===== src/rtl/srpq_pkg.sv =====
// ----------------------------------------------------------------------------
// srpq_pkg: shared types and constants of the sorted retransmit queue
// Entry layout, command and status codes, and per-cell control word.
// ----------------------------------------------------------------------------
package srpq_pkg;

    localparam int DEPTH     = 16;
    localparam int MAX_LEVEL = 7;
    localparam int CNT_W     = $clog2(DEPTH + 1);

    localparam logic [1:0] CMD_CREATE = 2'd0;
    localparam logic [1:0] CMD_POP    = 2'd1;
    localparam logic [1:0] CMD_RETX   = 2'd2;
    localparam logic [1:0] CMD_CLEAR  = 2'd3;

    localparam logic [2:0] ST_OK      = 3'd0;
    localparam logic [2:0] ST_DUP     = 3'd1;
    localparam logic [2:0] ST_FULL    = 3'd2;
    localparam logic [2:0] ST_DROPPED = 3'd3;
    localparam logic [2:0] ST_EMPTY   = 3'd4;

    typedef struct packed {
        logic [15:0]       addr;
        logic signed [7:0] strength;
        logic [3:0]        prio;
        logic [1:0]        retries;
    } entry_t;

    typedef enum logic [1:0] {
        OP_HOLD,
        OP_INSERT,
        OP_POP
    } cell_op_t;

    typedef struct packed {
        cell_op_t op;
        entry_t   ins_entry;
        logic     by_strength;
    } cell_ctrl_t;

endpackage


===== src/rtl/srpq_cell.sv =====
// ----------------------------------------------------------------------------
// srpq_cell: one slot of the sorted entry row
// Compares its entry with the incoming one, passes the placement flag on,
// and takes its neighbor's entry when the row shifts.
// ----------------------------------------------------------------------------
module srpq_cell (
    input  logic               clk,
    input  srpq_pkg::cell_ctrl_t ctrl,
    input  logic               occupied,
    input  logic               found_in,
    input  srpq_pkg::entry_t   left_entry,
    input  srpq_pkg::entry_t   right_entry,
    output logic               found_out,
    output logic               addr_hit,
    output srpq_pkg::entry_t   entry
);
    import srpq_pkg::*;

    entry_t entry_reg;
    entry_t entry_next;
    logic   goes_before;
    logic   place_here;

    // incoming word belongs in front of this entry
    always_comb
    begin
        goes_before = occupied &&
            ((entry_reg.prio > ctrl.ins_entry.prio) ||
             (ctrl.by_strength && (entry_reg.prio == ctrl.ins_entry.prio) &&
              ($signed(entry_reg.strength) <= $signed(ctrl.ins_entry.strength))));
    end

    assign place_here = !found_in && (goes_before || !occupied);
    assign found_out  = found_in || goes_before || !occupied;
    assign addr_hit   = occupied && (entry_reg.addr == ctrl.ins_entry.addr);

    always_comb
    begin
        entry_next = entry_reg;
        unique case (ctrl.op)
            OP_INSERT:
            begin
                if (found_in)
                    entry_next = left_entry;
                else if (place_here)
                    entry_next = ctrl.ins_entry;
            end
            OP_POP:    entry_next = right_entry;
            OP_HOLD:   entry_next = entry_reg;
            default:   entry_next = entry_reg;
        endcase
    end

    always_ff @(posedge clk)
    begin
        entry_reg <= entry_next;
    end

    assign entry = entry_reg;

endmodule


===== src/rtl/sorted_retransmit_priority_queue_core.sv =====
// ----------------------------------------------------------------------------
// sorted_retransmit_priority_queue_core: sorted node list for retransmission
// Holds up to DEPTH node entries sorted by priority number in a row of cells.
// ----------------------------------------------------------------------------
// Usage:
//   A command word (cmd, node_addr, signal_strength, prio_level, retry_count)
//   is taken at a rising edge with start high and busy low. busy stays high
//   for the one execute cycle that follows.
//   In the execute cycle every cell compares its entry with the word at once,
//   a placement flag ripples along the row, and the row shifts right from
//   the placement point (insert) or wholly left (pop) at the closing edge.
//   The result (status, out_valid and the popped entry) is on the outputs
//   for exactly one cycle with done high, the cycle after the execute cycle.
//   Acceptance sets the state register to execute, which then loads done;
//   no command is taken in the execute cycle, the next may come with done
//   high. The flag's ripple through the cells sets the execute cycle's length.
//   The receiver cannot stall: each result must be taken while done is high.
//   Reset empties the list and drops any command in flight; the slots
//   themselves are not cleared, only the fill count.
// ----------------------------------------------------------------------------
module sorted_retransmit_priority_queue_core (
    input  logic              clk,
    input  logic              rst_n,
    input  logic              start,
    output logic              busy,
    input  logic [1:0]        cmd,
    input  logic [15:0]       node_addr,
    input  logic signed [7:0] signal_strength,
    input  logic [3:0]        prio_level,
    input  logic [1:0]        retry_count,
    output logic              done,
    output logic [2:0]        status,
    output logic              out_valid,
    output logic [15:0]       out_addr,
    output logic signed [7:0] out_strength,
    output logic [3:0]        out_prio,
    output logic [1:0]        out_retries
);
    import srpq_pkg::*;

    typedef enum logic {
        S_IDLE,
        S_EXEC
    } state_t;

    state_t            state_reg;
    logic [CNT_W-1:0]  fill_reg;
    logic [CNT_W-1:0]  fill_next;
    logic              done_reg;
    logic [2:0]        status_reg;
    logic [2:0]        status_next;
    logic              out_valid_reg;
    entry_t            out_entry_reg;

    logic [1:0]        cmd_reg;
    entry_t            word_reg;

    cell_ctrl_t        ctrl;
    logic [DEPTH:0]    found;
    entry_t            row   [DEPTH];
    entry_t            left  [DEPTH];
    entry_t            right [DEPTH];
    logic [DEPTH-1:0]  occ;
    logic [DEPTH-1:0]  hit;
    logic              dup;
    logic              full;
    logic              empty;
    logic [4:0]        prio_up;
    logic              pop_ok;

    assign full    = (fill_reg == CNT_W'(DEPTH));
    assign empty   = (fill_reg == '0);
    assign dup     = |hit;
    assign prio_up = {1'b0, word_reg.prio} + 5'd1;

    // decode of the latched command into cell control and status
    always_comb
    begin
        ctrl.op                = OP_HOLD;
        ctrl.ins_entry         = word_reg;
        ctrl.ins_entry.retries = 2'd0;
        ctrl.by_strength       = 1'b1;
        status_next            = ST_OK;
        fill_next              = fill_reg;
        pop_ok                 = 1'b0;
        unique case (cmd_reg)
            CMD_CREATE:
            begin
                if (dup)
                    status_next = ST_DUP;
                else if (full)
                    status_next = ST_FULL;
                else
                begin
                    ctrl.op   = OP_INSERT;
                    fill_next = fill_reg + CNT_W'(1);
                end
            end
            CMD_POP:
            begin
                if (empty)
                    status_next = ST_EMPTY;
                else
                begin
                    ctrl.op   = OP_POP;
                    pop_ok    = 1'b1;
                    fill_next = fill_reg - CNT_W'(1);
                end
            end
            CMD_RETX:
            begin
                ctrl.ins_entry.retries = word_reg.retries + 2'd1;
                ctrl.by_strength       = (word_reg.retries == 2'd1);
                if (word_reg.retries == 2'd1)
                    ctrl.ins_entry.prio = prio_up[3:0];
                if (word_reg.retries >= 2'd2)
                    status_next = ST_DROPPED;
                else if ((word_reg.retries == 2'd1) && (prio_up > 5'(MAX_LEVEL)))
                    status_next = ST_DROPPED;
                else if (full)
                    status_next = ST_FULL;
                else
                begin
                    ctrl.op   = OP_INSERT;
                    fill_next = fill_reg + CNT_W'(1);
                end
            end
            CMD_CLEAR:
            begin
                fill_next = '0;
            end
            default:
            begin
                status_next = ST_OK;
            end
        endcase
        if (state_reg != S_EXEC)
        begin
            ctrl.op   = OP_HOLD;
            fill_next = fill_reg;
        end
    end

    assign found[0] = 1'b0;

    for (genvar i = 0; i < DEPTH; i++)
    begin : g_row
        assign occ[i]   = (CNT_W'(i) < fill_reg);
        assign left[i]  = (i == 0) ? word_reg : row[(i == 0) ? 0 : i - 1];
        assign right[i] = (i == DEPTH - 1) ? row[i] : row[(i == DEPTH - 1) ? i : i + 1];

        srpq_cell u_cell (
            .clk         (clk),
            .ctrl        (ctrl),
            .occupied    (occ[i]),
            .found_in    (found[i]),
            .left_entry  (left[i]),
            .right_entry (right[i]),
            .found_out   (found[i+1]),
            .addr_hit    (hit[i]),
            .entry       (row[i])
        );
    end

    // command word latch and popped-entry register
    always_ff @(posedge clk)
    begin
        if (start && !busy)
        begin
            cmd_reg          <= cmd;
            word_reg.addr    <= node_addr;
            word_reg.strength <= signal_strength;
            word_reg.prio    <= prio_level;
            word_reg.retries <= retry_count;
        end
        if (state_reg == S_EXEC)
            out_entry_reg <= pop_ok ? row[0] : '0;
    end

    always_ff @(posedge clk or negedge rst_n)
    begin
        if (!rst_n)
        begin
            state_reg     <= S_IDLE;
            fill_reg      <= '0;
            done_reg      <= 1'b0;
            status_reg    <= ST_OK;
            out_valid_reg <= 1'b0;
        end
        else
        begin
            done_reg      <= 1'b0;
            out_valid_reg <= 1'b0;
            unique case (state_reg)
                S_IDLE:
                begin
                    if (start)
                        state_reg <= S_EXEC;
                end
                S_EXEC:
                begin
                    state_reg     <= S_IDLE;
                    fill_reg      <= fill_next;
                    done_reg      <= 1'b1;
                    status_reg    <= status_next;
                    out_valid_reg <= pop_ok;
                end
                default: state_reg <= S_IDLE;
            endcase
        end
    end

    assign busy         = (state_reg == S_EXEC);
    assign done         = done_reg;
    assign status       = status_reg;
    assign out_valid    = out_valid_reg;
    assign out_addr     = out_entry_reg.addr;
    assign out_strength = out_entry_reg.strength;
    assign out_prio     = out_entry_reg.prio;
    assign out_retries  = out_entry_reg.retries;

    a_fill_bound: assert property (@(posedge clk) disable iff (!rst_n)
        fill_reg <= CNT_W'(DEPTH))
        else $error("fill count beyond depth");

    a_done_after_exec: assert property (@(posedge clk) disable iff (!rst_n)
        (state_reg == S_EXEC) |=> done_reg)
        else $error("no result after execute cycle");

    a_valid_only_on_done: assert property (@(posedge clk) disable iff (!rst_n)
        out_valid_reg |-> done_reg)
        else $error("entry returned without done");

    a_pop_shrinks: assert property (@(posedge clk) disable iff (!rst_n)
        (done_reg && out_valid_reg) |-> (fill_reg == $past(fill_reg) - CNT_W'(1)))
        else $error("pop did not shrink the list");

    a_insert_grows: assert property (@(posedge clk) disable iff (!rst_n)
        ((state_reg == S_EXEC) && (ctrl.op == OP_INSERT)) |=>
            (fill_reg == $past(fill_reg) + CNT_W'(1)))
        else $error("insert did not grow the list");

    // a list that is not full always has a free cell to place into
    a_insert_placed: assert property (@(posedge clk) disable iff (!rst_n)
        ((state_reg == S_EXEC) && (ctrl.op == OP_INSERT)) |-> found[DEPTH])
        else $error("insert found no place in the row");

endmodule

===== config.mk =====
export PLATFORM = sky130hd
export DESIGN_NAME = sorted_retransmit_priority_queue_core
export DESIGN_NICKNAME = d
export VERILOG_FILES = /design/src/rtl/srpq_pkg.sv /design/src/rtl/srpq_cell.sv /design/src/rtl/sorted_retransmit_priority_queue_core.sv
export SDC_FILE = /design/constraint.sdc
export NUM_CORES = 2
export LEC_CHECK = 0
export BUFFER_PORTS_ARGS = -buffer_cell sky130_fd_sc_hd__buf_2
export CORE_MARGIN = 4
export CORE_UTILIZATION = 35
export DETAILED_ROUTE_END_ITERATION = 10
export GPL_TIMING_DRIVEN = 0
export PLACE_DENSITY_LB_ADDON = 0.15
export SETUP_SLACK_MARGIN = 0.1
export SLEW_MARGIN = 20
export SYNTH_ARGS = -nofsm -noshare
export SYNTH_HDL_FRONTEND = slang
export SYNTH_HIERARCHICAL = 1
export SYNTH_SLANG_ARGS = --single-unit

===== constraint.sdc =====
create_clock -name clk -period 19.1 [get_ports clk]
set_input_delay 1.91 -clock clk [delete_from_list [all_inputs] [get_ports clk]]
set_output_delay 1.91 -clock clk [all_outputs]
set_load 0.05 [all_outputs]

==> out/results.ini <==
[clock_tree]
clk_latency_ns=0.63
ctsResizeCount=0
htreeDepth=3
clock-sinks=553
cts_buffer_depth=3
tritoncts=built
hold_buffers=0
cts_root_buf=clkbuf_16
cts_buffers=67
post_cts_buffers=0
clk_pin_slew_ns=0.06

[floorplanning]
die_area_mm2=0.1090
die_w_um=330.2
row_count=117
io_pins=71
start_util=0.3545
core_area_mm2=0.1025
die_height_um=330.2

[global_route]
grt_max_degree=33
grt_use_total=0.1910
grt_pass1_wl_mm=161.5
grt_antenna_before_repair=1
grt-ovfl-total=0
grt_pass1_vias=27200

[power]
leakagePower_nw=18.08
ir_worst_vdd_mv=0.05685
pwr_density_cell_mw_per_mm2=82.98

[layout]
area_growth_pct=15.63
largest_register_ff_count=480
diodes=0
drive_gt1_frac=0.09365
nets=3995
fin_util=0.4099

[worst_setup_path]
max_stage_delay_ns=0.52
crit_top_cell=clkbuf_1
rr_worst_depth=58
worstReg2RegEnd=g_row[15].u_cell/entry[20]
r2r_slack_ns=4.61
critPathLaunch=cmd_reg[0]
cp.required_ns=19.47
crit_slowest_cell=edfxtp_1
worst_setup_path_endpoint=g_row[15].u_cell/entry[20]
critPathCaptureType=flop
worstSetupStartpointType=flop
r2r-start=cmd_reg[0]
path_class=reg2reg
cp_max_fo=20
critPathArrivalTime_ns=14.86

[timing]
worst_slew_pin_slew_ns=1.195
hold_viol=0
finalSetupTns_ns=0
fin_crit_ns=14.49
fin_skew_ns=0.02724
slew_headroom=0.1952
slew_viol_final=0
holdWs_ns=0.5233
min_period_over_period=0.7585
fmax_mhz=69.02
rsz0062_at_grt=no
finalSetupViolCount=0

[synthesis]
avgSynthCellArea_um2=10.24
synth_nets=3781
yosysWarnings=6
syn_inst=3547
synth_area_mm2=0.03632

[outcome]
run_status=finished clean

[run]
max_cap_violations=0

[routing]
post_drt_wl_per_cell_um=20.30
drc=0
wl_mm=105.2
ant_nets=0
vias_per_cell=5.043
first_pass_iters=5
via_count=26120
drtIter0Drc=1840

[placed_design]
dp_hpwl_mm=84.84
numPortBuffers=70
place_congestion=0.8505

[min_path]
hold_class=reg2reg

-- per-stage QoR --
step	cells	cell area (µm²)	power (mW)	setup slack, ns
2_1_floorplan	3547	36320	1.987	7.311
3_3_place_gp	4985	38390	2.203	0.7920
3_5_place_dp	5060	39880	2.245	4.061
4_1_cts	5180	42000	3.527	4.006
5_1_grt	5180	42000	3.655	3.519
6_report	5180	42000	3.486	4.612
-- critical path: cells and delay by family (launching register included) --
kind / cells / cell delay (ns)
AO/OA/AOI/OAI: 17 / 5.03
AND/OR/NAND/NOR: 21 / 4.03
buffers and inverters: 18 / 3.88
flip-flops: 1 / 0.52
XOR/XNOR: 1 / 0.38
adder cells (fa/ha/maj): 1 / 0.33
-- how the worst min path moves through the flow --
stage | from | slack (ns) | to | cells after the start
finish | status[2] | 0.52 | status[2] | 2
global route | status[2] | 0.56 | status[2] | 2
CTS | status[2] | 0.53 | status[2] | 2
detailed placement | status[2] | 0.52 | status[2] | 2
global placement | status[2] | 0.51 | status[2] | 2
floorplan | g_row[1].u_cell/entry[0] | 0.52 | g_row[0].u_cell/entry[0] | 2
-- report_power, final --
part | switching (mW) | total (mW) | internal [mW] | leakage (nW)
combinational | 0.399 | 0.649 | 0.250 | 11.9
sequential | 0.0987 | 1.57 | 1.47 | 5.18
clock | 0.527 | 1.27 | 0.740 | 1.03
-- per-layer routing --
metal  part of all wire  GRT usage  vias up
met5                  0          0        -
met4              0.036    0.07062        0
met3              0.032    0.01956      168
met2               0.49     0.3325      469
met1               0.45     0.2459    12200
li1                   -          -    13290
-- cells in the final DEF, fill, tap and decap left out, types with 11 or more instances in the layout --
cell type and n:
inv_1 253, o21bai_1 11, a211oi_1 11, and3_1 29
xnor2_1 112, o21ai_0 513, buf_16 15, mux2i_1 481
o2111ai_1 11, nor2b_1 33, edfxtp_1 542, ha_1 199
clkbuf_16 70, buf_6 13, or4b_1 16, nand2b_1 13
nor2_1 29, o22ai_1 22, buf_2 118, and2_1 31
xor2_1 154, nand2_1 539, nor4_1 59, nand3_1 29
nand4_1 64, buf_8 43, a21oi_1 39, clkbuf_1 151
clkinv_1 15
-- cell type report --
type | count | area, µm²
Clock buffer | 87 | 1815
Tap cell | 1368 | 1712
Multi-Input combinational cell | 2554 | 18270
Sequential cell | 553 | 16550
Inverter | 253 | 949.7
Fill cell | 10150 | 60470
Buffer | 187 | 782.0
Clock inverter | 33 | 310.3
Timing Repair Buffer | 145 | 1615
No activity file was read; power rests on OpenSTA's default activity.
